`config.mk`:
```
export PLATFORM = sky130hd
export DESIGN_NAME = ccs_merge
export DESIGN_NICKNAME = d
export VERILOG_FILES = /design/src/rtl/ccs_pkg.sv /design/src/rtl/ccs_merge.sv
export SDC_FILE = /design/constraint.sdc
export NUM_CORES = 1
export LEC_CHECK = 0
export BUFFER_PORTS_ARGS = -buffer_cell sky130_fd_sc_hd__clkbuf_2
export CORE_AREA = 4 4 132 134
export DETAILED_ROUTE_END_ITERATION = 10
export DIE_AREA = 0 0 136 138
export HOLD_SLACK_MARGIN = 0.15
export MAX_ROUTING_LAYER = met4
export PLACE_DENSITY_LB_ADDON = 0.1
export SYNTH_ARGS = -nofsm -noshare
export SYNTH_HDL_FRONTEND = slang
export SYNTH_SLANG_ARGS = --single-unit
```
`constraint.sdc`:
```
create_clock -name clk -period 6.64 [get_ports clk]
set_clock_uncertainty 0.15 [all_clocks]
set_input_delay 0.332 -clock clk [delete_from_list [all_inputs] [get_ports clk]]
set_output_delay 0.332 -clock clk [all_outputs]
set_load 0.02 [all_outputs]
```
`src/rtl/ccs_pkg.sv`:
```
// Package for the column cosine similarity lock check.
// Holds widths, limits and defaults shared by all design files; no dependencies.
package ccs_pkg;
	localparam int PIX_W = 8;
	localparam int ACC_W = 27;
	localparam int SUM_W = 26;
	localparam int SIM_W = 16;
	localparam int CNT_W = 11;
	localparam int THR_W = 16;
	localparam int NUM_INPUT_FRAMES = 6;
	localparam int DEF_MAX_ROWS = 1024;
	localparam int DEF_MAX_COLS = 1024;
	localparam int DEF_HISTORY_FRAMES = 6;
	localparam logic [THR_W-1:0] THR_RESET = 16'd6554;
	localparam logic [SIM_W-1:0] ONE_Q15 = 16'd32768;
	localparam logic [ACC_W-1:0] ACC_MAX = {ACC_W{1'b1}};
	localparam logic [SUM_W-1:0] SUM_MAX = {SUM_W{1'b1}};

	typedef struct packed {
		logic [PIX_W-1:0] cur_pixel;
		logic [PIX_W-1:0] hist_pixel_1;
		logic [PIX_W-1:0] hist_pixel_2;
		logic [PIX_W-1:0] hist_pixel_3;
		logic [PIX_W-1:0] hist_pixel_4;
		logic [PIX_W-1:0] hist_pixel_5;
		logic [PIX_W-1:0] hist_pixel_6;
		logic column_end;
		logic frame_end;
	} pix_beat_t;

	typedef struct packed {
		logic [SIM_W-1:0] avg_similarity;
		logic lost_lock;
		logic [CNT_W-1:0] column_count;
	} res_beat_t;

	// Lane control from the sequencer.
	typedef struct packed {
		logic acc_en;
		logic col_close;
		logic take;
		logic frame_clear;
	} lane_ctl_t;
endpackage

```
`src/rtl/ccs_merge.sv`:
```
// Merging stage: sums the lane totals and divides by columns times frames with a
// restoring divider, one quotient bit per cycle. Depends on ccs_pkg.
module ccs_merge #(
	parameter int HISTORY_FRAMES = ccs_pkg::DEF_HISTORY_FRAMES
) (
	input  logic clk,
	input  logic arst_n,
	input  logic start,
	input  logic [ccs_pkg::SUM_W-1:0] sums [HISTORY_FRAMES],
	input  logic [ccs_pkg::CNT_W-1:0] cols,
	input  logic [ccs_pkg::THR_W-1:0] threshold,
	output logic done,
	output ccs_pkg::res_beat_t result
);
	import ccs_pkg::*;
	localparam int TOT_W = SUM_W + $clog2(HISTORY_FRAMES + 1);
	localparam int DIV_W = CNT_W + 4;
	localparam int CW = $clog2(TOT_W + 1);

	logic [TOT_W-1:0] total, quo_q;
	logic [DIV_W-1:0] div_q;
	logic [DIV_W:0] rem_q, rem_sh;
	logic [CW-1:0] cnt_q;
	logic [1:0] st_q;
	logic [CNT_W-1:0] cols_q;
	logic [TOT_W-1:0] avg;

	always_comb begin
		total = '0;
		for (int h = 0; h < HISTORY_FRAMES; h++) begin
			total = total + TOT_W'(sums[h]);
		end
		rem_sh = {rem_q[DIV_W-1:0], quo_q[TOT_W-1]};
		avg = (div_q == '0) ? '0 : quo_q;
	end

	always_ff @(posedge clk or negedge arst_n) begin
		if (!arst_n) begin
			st_q <= 2'd0;
			done <= 1'b0;
			cnt_q <= '0;
		end else begin
			done <= 1'b0;
			case (st_q)
				2'd0: begin
					if (start) begin
						quo_q <= total;
						div_q <= DIV_W'(cols) * 4'(HISTORY_FRAMES);
						cols_q <= cols;
						rem_q <= '0;
						cnt_q <= CW'(TOT_W);
						st_q <= 2'd1;
					end
				end
				2'd1: begin
					if (rem_sh >= {1'b0, div_q}) begin
						rem_q <= rem_sh - {1'b0, div_q};
						quo_q <= {quo_q[TOT_W-2:0], 1'b1};
					end else begin
						rem_q <= rem_sh;
						quo_q <= {quo_q[TOT_W-2:0], 1'b0};
					end
					cnt_q <= cnt_q - 1'b1;
					if (cnt_q == CW'(1)) begin
						st_q <= 2'd2;
					end
				end
				default: begin
					result.avg_similarity <= (avg > TOT_W'(ONE_Q15)) ? ONE_Q15 : SIM_W'(avg);
					result.lost_lock <= ((avg > TOT_W'(ONE_Q15)) ? ONE_Q15 : SIM_W'(avg))
						< threshold;
					result.column_count <= cols_q;
					done <= 1'b1;
					st_q <= 2'd0;
				end
			endcase
		end
	end
endmodule

```
======== After elaboration in Yosys (flattened, before gate mapping) ========
Index checks and enable logic that the tools add are counted.
storage, ports and cells
  input port bits ......................... 186
  logic and storage cells ................. 49
  flip-flop bits (word level) ............. 104
  output and inout bits ................... 29
cells by class
  bitwise gates (word level) .............. 1
  $lt $le $gt $ge ......................... 3
  multiplexer cells ....................... 14
  reductions and logical operators ........ 9
  $add $sub $neg .......................... 7
  multiply operators ...................... 1
  equality and inequality tests ........... 4
operator list
  kind                   count
  $add 29x26->29         2
  $mux 29                2
  $pmux 29 s2            1
  $mux 15                2
  $pmux 15 s2            1
  $add 28x26->29         1
  $gt 29x16->1 const B   1
  $add 27x26->28         1
  $add 26x26->27         1
  $ge 16x14->1           1
  $lt 16x16->1           1
  $mux 16                1
  $logic_not 15->1       1
  $sub 15x14->15         1
  $mul 11x2->13 const B  1
  $pmux 5 s2             1
  $reduce_and 2->1       3
  $reduce_and 3->1       2
  $eq 5x1->1 const B     1
  $mux 5                 1
  $sub 5x1->5 const B    1
  $mux 2                 2
  $ne 2x2->1 const B     2
  $pmux 2 s2             1
  other kinds (6)        7

======== Logic depth before layout (Yosys ltp) ========
  depth in word-level cells ............... 7
  gate-level depth with buffers ........... 19
  depth with buffers taken out ............ 19

======== Least setup slack after synthesis ========
OpenSTA, ideal clock, no wires.
  kind .................................... input-to-reg
  start ................................... input port sums[9] (netlist name)
  end ..................................... register quo_q[27] (data pin)
  required time ........................... 6.328 ns
  stages .................................. 17
  slack ................................... 1.785 ns
  library setup time ...................... 0.162 ns
  arrival time ............................ 4.543 ns
  cells stage by stage .................... inv_1 -> fa_1 -> inv_1 -> fa_1 -> inv_1 -> fa_1 -> inv_1 -> ha_1 -> a21o_1 -> a31o_1 -> a221o_1 -> o211ai_2 -> a21oi_2 -> a2111o_1 -> o31a_1 -> or4_1 -> o2111ai_1
on the way
  word-level cells in the longest chain between the ends .. 3
RTL lines
  what                    line             RTL
  start: declaration      ccs_merge.sv:9   input logic [ccs_pkg::SUM_W-1:0] sums [HISTORY_FRAMES],
  $add 29x26->29          ccs_merge.sv:31  total = total + TOT_W'(sums[h]);
  $mux 29                 ccs_merge.sv:46  if (start) begin
  $pmux 29 s2             ccs_merge.sv:44  case (st_q)
  end signal: assignment  ccs_merge.sv:47  quo_q <= total;
  end signal: assignment  ccs_merge.sv:58  quo_q <= {quo_q[TOT_W-2:0], 1'b1};
  end signal: assignment  ccs_merge.sv:61  quo_q <= {quo_q[TOT_W-2:0], 1'b0};
  end: declaration        ccs_merge.sv:20  logic [TOT_W-1:0] total, quo_q;
No other way between the ends. The select of a mux whose other input is x is not followed.
A chain may end at the register's enable or synchronous reset.

======== Worst setup path in the final report ========
  start ................................... input port sums[2] (netlist name)
  end ..................................... register quo_q[26] (data pin)
Same word-level chain as after synthesis.

==> run_results.csv <==
group,metric,value,unit
critical_path,crit_fanout,5,
critical_path,r2r_start,"div_q[2]$_DFFE_PP_",
clock_network,post_cts_buffers,0,
drt,drcViolationCount,0,
sta,max_freq,205,MHz
sta,whs,171,ps
drt,dr_wl_met2,9100,um
synth,synth_cells,1007,
synth,yosys-top-cells-area,"edfxtp_1 (29%), fa_1 (22%), inv_1 (12%), ha_1 (8.8%), nor2_1 (2.3%)",
grt,antenna_found_initial,1,
power,p_total,3.96,mW
clock_network,postCtsResizedCells,0,
drt,met1Wirelength,8650,um
status,outcome,"complete, no violations",
drt,route.met3.wl,1010,um
cells_and_area,final_common_cell,"inv_1",
place,place.gp.congestion,0.834,
hold_path,min_from,"start",
critical_path,startpoint,"sums[2]",
clock_network,clk_latency,340,ps
die,io_pins,215,
clock_network,numCtsBuffers,9,
die,dieWidth,136,um
drt,drtPass1Iterations,5,
synth,synth_edf_count,95,
place,dpl.hpwl,15300,um
clock_network,root_buffer,"clkbuf_16",
synth,synth_area_leader_cell,"edfxtp_1",
clock_network,cts_hold_buf,12,
critical_path,endpoint_kind,"flop",
place,dp.cells,1433,
critical_path,reg2reg_depth,11,
die,die_h,138,um
cells_and_area,finalNonFillerCells,1462,
critical_path,cp.required,6700,ps
power,peakVddDrop,0.000162,V
place,io_buffers,214,
die,rows,47,
power,power.density,347,nW/um^2
drt,drt-total-wl,19000,um
critical_path,rrSetupSlack,2920,ps
cells_and_area,layout-drive-gt1-share,0.201,
die,initial_core_util,0.595,
sta,relSlewSlack,0.259,
cells_and_area,fin_nets,1596,
synth,synth_fp_nets,1367,
sta,fin_crit,4880,ps
synth,yosysWarnings,0,
synth,synthFlopType,"edfxtp_1",
sta,worst_pin_slew,1110,ps
clock_network,clock_path_buffers,2,
sta,finalSetupTns,0,ps
drt,top_layer,"met4",
cells_and_area,mostFrequentLayoutCells,"inv_1 (313), clkbuf_2 (214), fa_1 (106)",
drt,dr.first_iter.drc_count,384,
drt,ant_nets,0,
hold_path,hold_path_class,"input pin to flop",
sta,hold_violations,0,
die,coreArea,16300,sq um
synth,synth_seq_cells,103,
sta,finalSetupViolCount,0,
synth,ys_types,61,
synth,yosys.area.top_type_share,0.294,
drt,via_count,7212,
critical_path,arrival,4940,ps
cells_and_area,syn_to_final_growth,18.0,%
sta,finalMaxSlewViolations,0,
hold_path,holdPathEnd,"cnt_q[3]$_DFFE_PN0P_",
grt,grt_pass1_wl,32100,um
drt,viasPerCell,4.93,
grt,overflow,0,
synth,async_flop_share,0.0777,
die,dieArea,18800,sq um
cells_and_area,n_fill_cell,1325,
clock_network,clk_pin_slew_worst_paths,70,ps
critical_path,rr_endpoint,"rem_q[11]$_SDFFCE_PN0P_",
power,power_leakage,6.01,nW
synth,ys_seq_area_frac,0.315,
grt,grt_max_degree,56,
grt,grtUsageTotal,0.211,
sta,rsz0062_at_grt,"false",
job,drv_cap,0,
clock_network,numClockSinks,103,
critical_path,worstSetupPathType,"input pin to flop",
clock_network,cts_tree,"yes",
grt,grt_pass1_vias,7305,
critical_path,start_kind,"input pin",
drt,post_drt_wl_per_cell,13.0,um
sta,finalCritPeriodShare,0.735,
clock_network,h-tree-depth,3,
synth,netlist_area,9690,sq um
synth,avgSynthCellArea,9.62,sq um
hold_path,min_path_cells,3,
==> cells in the mapped netlist (3+ instances only) <==
cell type  count
xnor2_1       20
o21ai_0       31
dfrtp_1        8
a31o_2         4
fa_1         106
ha_1          68
a21boi_0       3
a21o_1        11
nand3_1       10
or4_1          4
and3_1         4
o21a_1         7
o31ai_1        3
a21oi_1       42
a31oi_1        4
o21bai_1       5
xor2_1        19
and2_1        18
nand2_1       46
nand2b_1      12
nor2_1        59
nor2b_1       14
clkbuf_1      10
edfxtp_1      95
nor3b_1        3
a211oi_1       6
nor3_1         9
mux2i_1       11
inv_1        313
or3_1          4
nand4_1       12
o2111ai_1      3
nor4_1         8
==> worst max-delay path: stages <==
cell       delay [ps]
clkbuf_2           80
inv_1              40
fa_1              530
inv_1              60
fa_1              530
inv_1              60
fa_1              530
inv_1              40
ha_1              220
inv_1              70
fa_1              190
nor2b_1            70
o2111ai_1         240
nand3_1           190
a221oi_1          760
o311ai_1          210
a21oi_1           280
nand2b_1          100
or3_1             310
nand4_1            80
==> state kept, by name (all words and copies together) (netlist names) <==
register / flops
rem_q: 15
st_q: 2
quo_q: 29
cols_q: 11
done: 1
cnt_q: 5
result: 28
div_q: 12
==> power by group <==
part	internal (mW)	total [mW]	switching, mW	leakage, nW
Combinational	1.05	2.39	1.34	4.88
Sequential	0.963	1.07	0.103	0.997
Clock	0.259	0.504	0.245	0.132
Total	2.27	3.96	1.69	6.01
==> stage by stage <==
step / setup WS, ps / util / area, sq um
after floorplan: 1780 / - / 9690
after global placement: 1520 / 0.677 / 11000
after detailed placement: 1420 / 0.677 / 11000
after CTS: 1780 / 0.702 / 11400
after global routing: 1500 / 0.702 / 11400
final: 1760 / 0.702 / 11400
==> cell type report <==
type                    instances  area [sq um]  share of cell area
multi-input cells             579          5420               0.474
repair buffers                230          1220               0.107
flip-flops and latches        103          3050               0.267
well taps                     220           275              0.0241
diodes                          1          2.50            0.000219
clock buffers                   9           225              0.0197
inverters                     313          1170               0.103
clock inverters                 7          56.3             0.00493
==> cells by family (layout without fill, tap and decap cells) <==
family	after synthesis	in the layout	share of synthesized area
other	0	1	0
xor gates and xnor gates	39	39	0.0352
and+or+nand+nor	213	213	0.111
buffers and inverters	325	559	0.126
muxes	12	12	0.0125
AOI/OAI and AO/OA	141	141	0.0936
DFF	103	103	0.315
adders and majority gates	174	174	0.307
==> worst max-delay path by stage <==
stage                               end  slack, ps
floorplan           quo_q[27]$_DFFE_PP_       1780
global placement    quo_q[27]$_DFFE_PP_       1520
detailed placement  quo_q[26]$_DFFE_PP_       1420
CTS                 quo_q[26]$_DFFE_PP_       1780
global route        quo_q[26]$_DFFE_PP_       1500
finish              quo_q[26]$_DFFE_PP_       1760
==> layer usage <==
| layer | vias up | global-route usage |
|---|---|---|
| met5 | - | - |
| met4 | 0 | 0.0456 |
| met3 | 18 | 0.0222 |
| met2 | 206 | 0.347 |
| met1 | 3353 | 0.287 |
| li1 | 3635 | - |
Power figures use the tool's default switching activity.
