[config.mk]
export PLATFORM = sky130hd
export DESIGN_NAME = ccs_lane
export DESIGN_NICKNAME = d
export VERILOG_FILES = /design/src/rtl/ccs_pkg.sv /design/src/rtl/ccs_lane.sv
export SDC_FILE = /design/constraint.sdc
export NUM_CORES = 2
export LEC_CHECK = 0
export ABC_AREA = 1
export ABC_CLOCK_PERIOD_IN_PS = 26500
export BUFFER_PORTS_ARGS = -buffer_cell sky130_fd_sc_hd__clkbuf_2
export CAP_MARGIN = 20
export CORE_UTILIZATION = 58
export DETAILED_ROUTE_END_ITERATION = 8
export PLACE_DENSITY = 0.74
export SLEW_MARGIN = 20
export SYNTH_ARGS = -nofsm -noshare
export SYNTH_HDL_FRONTEND = slang
export SYNTH_SLANG_ARGS = --single-unit
[constraint.sdc]
create_clock -name clk -period 26.5 [get_ports clk]
set_clock_uncertainty 0.1 [all_clocks]
set_input_delay 1.325 -clock clk [delete_from_list [all_inputs] [get_ports clk]]
set_output_delay 1.325 -clock clk [all_outputs]
set_load 0.1 [all_outputs]
[src/rtl/ccs_pkg.sv]
// Package for the column cosine similarity lock check.
// Holds widths, limits and defaults shared by all design files; no dependencies.
package ccs_pkg;
	localparam int PIX_W = 8;
	localparam int ACC_W = 27;
	localparam int SUM_W = 26;
	localparam int SIM_W = 16;
	localparam int CNT_W = 11;
	localparam int THR_W = 16;
	localparam int NUM_INPUT_FRAMES = 6;
	localparam int DEF_MAX_ROWS = 1024;
	localparam int DEF_MAX_COLS = 1024;
	localparam int DEF_HISTORY_FRAMES = 6;
	localparam logic [THR_W-1:0] THR_RESET = 16'd6554;
	localparam logic [SIM_W-1:0] ONE_Q15 = 16'd32768;
	localparam logic [ACC_W-1:0] ACC_MAX = {ACC_W{1'b1}};
	localparam logic [SUM_W-1:0] SUM_MAX = {SUM_W{1'b1}};

	typedef struct packed {
		logic [PIX_W-1:0] cur_pixel;
		logic [PIX_W-1:0] hist_pixel_1;
		logic [PIX_W-1:0] hist_pixel_2;
		logic [PIX_W-1:0] hist_pixel_3;
		logic [PIX_W-1:0] hist_pixel_4;
		logic [PIX_W-1:0] hist_pixel_5;
		logic [PIX_W-1:0] hist_pixel_6;
		logic column_end;
		logic frame_end;
	} pix_beat_t;

	typedef struct packed {
		logic [SIM_W-1:0] avg_similarity;
		logic lost_lock;
		logic [CNT_W-1:0] column_count;
	} res_beat_t;

	// Lane control from the sequencer.
	typedef struct packed {
		logic acc_en;
		logic col_close;
		logic take;
		logic frame_clear;
	} lane_ctl_t;
endpackage

[src/rtl/ccs_lane.sv]
// One history-frame lane: accumulators, iterative square-root style search of the
// column similarity, and the saturating similarity sum. Depends on ccs_pkg.
module ccs_lane (
	input  logic clk,
	input  logic arst_n,
	input  logic [ccs_pkg::PIX_W-1:0] cur_pixel,
	input  logic [ccs_pkg::PIX_W-1:0] hist_pixel,
	input  ccs_pkg::lane_ctl_t ctl,
	input  logic [ccs_pkg::ACC_W-1:0] cur_norm,
	output logic [ccs_pkg::SUM_W-1:0] sim_sum,
	output logic busy
);
	import ccs_pkg::*;

	logic [ACC_W-1:0] dot_q, hnorm_q;
	logic [ACC_W-1:0] dot_n, hnorm_n;
	logic [SUM_W-1:0] sum_q;
	logic [ACC_W-1:0] sdot_q, sca_q, scb_q;
	logic [83:0] rhs_q;
	logic [89:0] sq_q, lin_q, pw_q;
	logic [89:0] cand, lin_up;
	logic [16:0] res_q;
	logic [4:0] bit_q;
	logic [1:0] phase_q;
	logic pend_q;
	logic take_bit;
	logic [16:0] trial, sim_c;
	logic [27:0] dsum, hsum;
	logic [SUM_W:0] ssum;

	// The search keeps res*res*prod, res*prod shifted and prod shifted in registers, so
	// each trial needs only adds and a compare.
	always_comb begin
		dsum = {1'b0, dot_q} + 28'(16'(cur_pixel) * 16'(hist_pixel));
		hsum = {1'b0, hnorm_q} + 28'(16'(hist_pixel) * 16'(hist_pixel));
		dot_n = dsum[ACC_W] ? ACC_MAX : dsum[ACC_W-1:0];
		hnorm_n = hsum[ACC_W] ? ACC_MAX : hsum[ACC_W-1:0];
		trial = res_q | (17'd1 << bit_q);
		cand = sq_q + lin_q + pw_q;
		take_bit = pend_q && ({6'd0, rhs_q} >= cand);
		lin_up = take_bit ? lin_q + (pw_q << 1) : lin_q;
		sim_c = (res_q > 17'(ONE_Q15)) ? 17'(ONE_Q15) : res_q;
		ssum = {1'b0, sum_q} + {{(SUM_W-16){1'b0}}, sim_c};
	end

	always_ff @(posedge clk or negedge arst_n) begin
		if (!arst_n) begin
			dot_q <= '0;
			hnorm_q <= '0;
			sum_q <= '0;
			phase_q <= 2'd0;
			pend_q <= 1'b0;
			bit_q <= '0;
			res_q <= '0;
		end else begin
			if (ctl.acc_en) begin
				if (ctl.col_close) begin
					dot_q <= '0;
					hnorm_q <= '0;
				end else begin
					dot_q <= dot_n;
					hnorm_q <= hnorm_n;
				end
			end
			case (phase_q)
				2'd0: begin
					if (ctl.acc_en && ctl.col_close && ctl.take) begin
						sdot_q <= dot_n;
						sca_q <= cur_norm;
						scb_q <= hnorm_n;
						phase_q <= 2'd1;
					end
				end
				2'd1: begin
					pw_q <= 90'({27'd0, sca_q} * {27'd0, scb_q}) << 32;
					rhs_q <= {30'd0, {27'd0, sdot_q} * {27'd0, sdot_q}} << 30;
					sq_q <= '0;
					lin_q <= '0;
					res_q <= '0;
					bit_q <= 5'd16;
					pend_q <= (sca_q != '0) && (scb_q != '0);
					phase_q <= 2'd2;
				end
				2'd2: begin
					if (take_bit) begin
						res_q <= trial;
						sq_q <= cand;
					end
					lin_q <= lin_up >> 1;
					pw_q <= pw_q >> 2;
					if (bit_q == 5'd0) begin
						phase_q <= 2'd3;
					end else begin
						bit_q <= bit_q - 5'd1;
					end
				end
				default: begin
					sum_q <= ssum[SUM_W] ? SUM_MAX : ssum[SUM_W-1:0];
					phase_q <= 2'd0;
				end
			endcase
			if (ctl.frame_clear) begin
				sum_q <= '0;
			end
		end
	end

	assign sim_sum = sum_q;
	assign busy = (phase_q != 2'd0);
endmodule

Yosys cells after proc, flatten, opt, wreduce, memory -nomap -nowiden. Index checks and enable logic that the tools add are counted.

Shift operators: 1. Muxes and demuxes: 20. Equal/unequal tests: 7. Magnitude comparators: 2. Divide/modulo/power cells: 0. Add/sub/neg operators: 7. Bitwise logic cells: 1. Reduce and logical (&&, ||, !) cells: 18. $mul: 4.

Operators by type and width (number): 90-bit case mux with 2 select lines (3); 90-bit adder (3); 90-bit 2-to-1 mux (2); 27-bit by 27-bit multiplier with 54-bit output (2); 27-bit 2-to-1 mux (4); 84-bit by 90-bit greater-or-equal comparator with 1-bit output (1); 26-bit 2-to-1 mux (3); 27-bit by 16-bit adder with 28-bit output (2); 27-bit nonzero test (2); 17-bit 2-to-1 mux (2); 17-bit case mux with 2 select lines (1); 8-bit by 8-bit multiplier with 16-bit output (2); 26-bit by 17-bit adder with 27-bit output (1); 17-bit by 16-bit greater-than comparator with 1-bit output (second input constant) (1); 17-bit bitwise OR (1); 1-bit by 5-bit << shifter with 17-bit output (first input constant) (1); 5-bit case mux with 2 select lines (1); 2-bit AND reduction (5); 2-bit != test (second input constant) (4); 2-bit case mux with 3 select lines (1); 3-bit AND reduction (2); 5-bit zero test (1); 5-bit 2-to-1 mux (1); 5-bit by 1-bit subtractor with 5-bit output (second input constant) (1); other kinds (8) (13).

Latch bits: 0. Input bits: 49. Output and inout bits: 27. Bits in writable memories: 0. Logic and storage cells: 74. Bits in registers: 510. Memories kept: 0. Bits in read-only memories: 0.

Depth between registers and ports, before layout.
Depth in word-level cells: 6. Gate-level depth with buffers: 41. Depth with buffers taken out: 39.

Worst setup path before layout. No wires, ideal clock.

Kind: flip-flop to flip-flop. Start point: register lin_q[1]. End point: register sq_q[0] (enable). Stages on the path, launching flop included: 38. Arrival time: 9229 ps. Setup time: 568 ps. Setup slack: 16603 ps. Required time: 25832 ps. Path buffers: 1. Period minus slack after synthesis: 9897 ps. Cell sequence: edfxtp_1 fa_1 ha_1 inv_1 fa_1 inv_1 nand3_1 nand2_2 nand2_1 nand2_1 nand2_1 nand2_1 nand2_1 nand2_1 nand2_1 nand3_1 a21oi_1 o21ai_0 [2 not listed] nand2_1 nor2_1 inv_1 or2_2 nor3_1 nand2_1 nor2_1 nand4_1 nor2_1 nand2_1 nand2_1 nand2_1 nand2_1 nand2_1 nand2_2 nand3_2 buf_2 a21oi_1.

Word-level cells in the longest chain between the ends: 6.

RTL lines: start, declared (RTL line ccs_lane.sv:20) `logic [89:0] sq_q, lin_q, pw_q;`; start signal, assigned (RTL line ccs_lane.sv:89) `lin_q <= lin_up >> 1;`; 90-bit adder (2 in a row) (RTL line ccs_lane.sv:39) `cand = sq_q + lin_q + pw_q;`; 84-bit by 90-bit greater-or-equal comparator with 1-bit output (RTL line ccs_lane.sv:40) `take_bit = pend_q && ({6'd0, rhs_q} >= cand);`; 1-bit logical AND (RTL line ccs_lane.sv:40); 2-bit != test (no line); 3-bit AND reduction (no line); end signal, assigned (RTL line ccs_lane.sv:87) `sq_q <= cand;`; end, declared (RTL line ccs_lane.sv:20).

Every way passes these cells. A chain may end at the register's enable or synchronous reset.

Worst setup path after layout.
Start point: register lin_q[1]. End point: register sq_q[13] (enable).

The elaborated chain is that of the path after synthesis.

==> results by group <==
Status
  • Outcome: complete, no violations

Global route
  • Initial antenna violation count: 1
  • Tot GR Track Use: 0.3456
  • First-pass GRT wire length: 408400 um
  • Grt total ovfl: 0
  • Vias in the first global route: 74730
  • Largest net degree at the start of global routing: 102

Final layout
  • Final net count: 13030
  • Area growth syn-to-layout: 4.805%
  • Post-layout util: 0.6143
  • Share of post-route cells with drive strength above 1: 0.03190

Synth
  • Cells after synthesis: 11010
  • Seq cells post-synth: 504
  • Sequential share of the synthesized area: 0.1682
  • Syn Nets: 13150
  • Unique cell type count in the Yosys netlist: 56
  • Post-synthesis cell area: 86870 um^2
  • Synth Flop Type: edfxtp_1
  • Post-synth ARST share: 0.2083
  • Total number of yosys warnings: 0
  • Number of synthesized flops with an enable pin: 399
  • Avg Cell Area, Syn: 7.887 um^2

Worst setup path
  • WP data required: 26720 ps
  • Crit Path Class: reg2reg
  • Setup slack, reg-to-reg: 17280 ps
  • CP arrival: 9440 ps
  • Cells on worst reg2reg path: 37
  • Worst Setup End Kind: flip-flop
  • Startpoint Class: flip-flop
  • FF-to-FF End: sq_q[13]$_SDFFCE_PN0P_
  • Slowest stage delay, CP: 1000 ps
  • CP max FO: 67
  • Slowest stage cell, crit path: a21oi_4
  • Worst R2R Start: lin_q[1]$_SDFFCE_PN0P_
  • Crit-path most repeated cell: nand2_1

Placement
  • Port buffer count: 75
  • GPL Wtd Cong: 1.035
  • Final HPWL DP: 209500 um
  • Post-place setup slack: 17440 ps

Timing
  • Worst-margin pin slew: 1167 ps
  • RSZ-0062 raised after global routing: false
  • Slew margin rel.: 0.2219
  • Slew Viols, Final: 0
  • Setup TNS: 0 ps
  • Fin. Hold Viols: 0
  • Crit share post-route: 0.3478
  • FMAX: 108.5 MHz
  • Final setup viols: 0
  • Fin crit period: 9217 ps
  • Worst setup margin: 17280 ps

Die
  • Die area: 151300 um^2
  • Row count: 141
  • Die width: 389 um
  • Core area: 148200 um^2
  • Die span in y: 389 um
  • # IOs: 76
  • Initial core utilization: 0.5862

Routing
  • DR WL/cell: 20.01 um
  • Antenna Nets Post-Route: 0
  • Vias: 71840
  • DR pass1 iterations: 6
  • DRT iter0 DRCs: 6445
  • Drt drc: 0
  • Vias/cell: 5.582
  • WL final: 257500 um

CTS
  • Max H-tree Level: 2
  • Clock sinks: 504
  • CTS Buf Count: 60
  • Post-CTS Hold Buffers: 0
  • Post-CTS Setup Repair Bufs: 0
  • Cts repair resizes: 0
  • Clk_lat worst skew: 710 ps
  • Clk root buf: clkbuf_16
  • Clock transition at path regs: 70 ps
  • Clock Path Buffers: 3
  • CTS tree: done

Worst hold path
  • Hold_sp: hnorm_q[16]$_DFFE_PN0P_
  • Worst Hold Endpoint: hnorm_q[16]$_DFFE_PN0P_
  • Hold Crit Class: reg2reg
  • Hold Crit Depth: 2

Flow run
  • Max-Cap Viols: 0
## kinds of logic (layout without fill, tap and decap cells)
| group | after synthesis | count (layout) | synth area share |
|---|---|---|---|
| adder cells (fa/ha/maj) | 2087 | 2087 | 0.4178 |
| XOR/XNOR | 266 | 266 | 0.02682 |
| flip-flops | 504 | 504 | 0.1682 |
| other | 1 | 2 | 0.00004317 |
| AO/OA/AOI/OAI | 1237 | 1237 | 0.07739 |
| buffers and inverters | 3164 | 3090 | 0.1378 |
| AND/OR/NAND/NOR | 3755 | 3755 | 0.1720 |
## worst max-delay path, delay by kind of cell (launching register included)
kind                     cells  cell delay (ps)
AND/OR/NAND/NOR             25             3490
AO/OA/AOI/OAI                3             1630
flip-flops                   1              450
buffers and inverters        4             1240
adder cells (fa/ha/maj)      4             1600
XOR/XNOR                     1              180
## how the worst max path moves through the flow
stage	start	endpoint	slack (ps)	cells past startpoint
floorplan	lin_q[1]$_SDFFCE_PN0P_	sq_q[0]$_SDFFCE_PN0P_	16600	37
global placement	lin_q[1]$_SDFFCE_PN0P_	sq_q[2]$_SDFFCE_PN0P_	17610	37
detailed placement	lin_q[1]$_SDFFCE_PN0P_	sq_q[4]$_SDFFCE_PN0P_	17440	37
CTS	lin_q[1]$_SDFFCE_PN0P_	sq_q[59]$_SDFFCE_PN0P_	17380	37
global route	lin_q[1]$_SDFFCE_PN0P_	sq_q[13]$_SDFFCE_PN0P_	16540	37
finish	lin_q[1]$_SDFFCE_PN0P_	sq_q[13]$_SDFFCE_PN0P_	17280	37
## Yosys cell counts, drive strengths merged, types with 55 or more instances
| cell type | instances | share of area |
|---|---|---|
| a21oi | 651 | 0.038 |
| a31oi | 55 | 0.0040 |
| buf | 135 | 0.0068 |
| clkbuf | 227 | 0.0099 |
| dfrtp | 105 | 0.030 |
| edfxtp | 399 | 0.14 |
| fa | 1356 | 0.31 |
| ha | 731 | 0.11 |
| inv | 2801 | 0.12 |
| nand2 | 2493 | 0.11 |
| nand3 | 265 | 0.015 |
| nor2 | 784 | 0.034 |
| nor3 | 64 | 0.0038 |
| o21ai | 351 | 0.020 |
| xnor2 | 119 | 0.012 |
| xor2 | 147 | 0.015 |
## state kept, by name (all words and copies together) (netlist names), 17 cells and up
register  count
sq_q         90
pw_q         86
hnorm_q      27
sdot_q       27
dot_q        27
scb_q        27
lin_q        89
rhs_q        53
sca_q        27
sim_sum      26
res_q        17
## final cells by class
type                            instances  area [um^2]
Clock buffer                           68         1531
Inverter                             2802        10530
Tap cell                             1930         2415
Fill cell                           13220        57150
Multi-Input combinational cell       7346        60320
Timing Repair Buffer                  177         1159
Clock inverter                         43        470.5
Antenna cell                            1        2.502
Sequential cell                       504        14610
## cell usage in the layout, fill, tap and decap left out, types with 16 or more instances in the layout
cell type / n
buf_4: 101
o21ai_0: 342
inv_1: 2781
clkbuf_16: 60
dfrtp_1: 104
inv_2: 17
edfxtp_1: 399
nand4_1: 52
xor2_1: 147
nand3_1: 263
o21a_1: 36
nand2_1: 2490
ha_1: 730
a31oi_1: 55
xnor2_1: 119
o22ai_1: 16
fa_1: 1356
clkbuf_2: 74
or2_2: 36
a21o_1: 23
o21bai_1: 34
a21oi_1: 650
nor4_1: 31
nor2_1: 777
a21boi_0: 16
nor3_1: 61
## per-stage QoR
step	hold slack, ps	cells	area [um^2]
after floorplan	324.4	11010	86870
final	399.7	12870	91040
after detailed placement	383.7	12760	89010
after global placement	372.8	12760	89010
after CTS	398.7	12870	91010
after global routing	429.2	12870	91040
## per-layer routing
layer  up-vias  part of all wire  GRT usage
met5         -                 0          0
met4         0             0.035     0.1124
met3       538             0.092    0.04947
met2      3254              0.46     0.5508
met1     35140              0.42     0.4874
li1      32910                 -          -
Power is not shown: default switching activity piles up to over one toggle a cycle in this logic, so the estimate is an artifact.
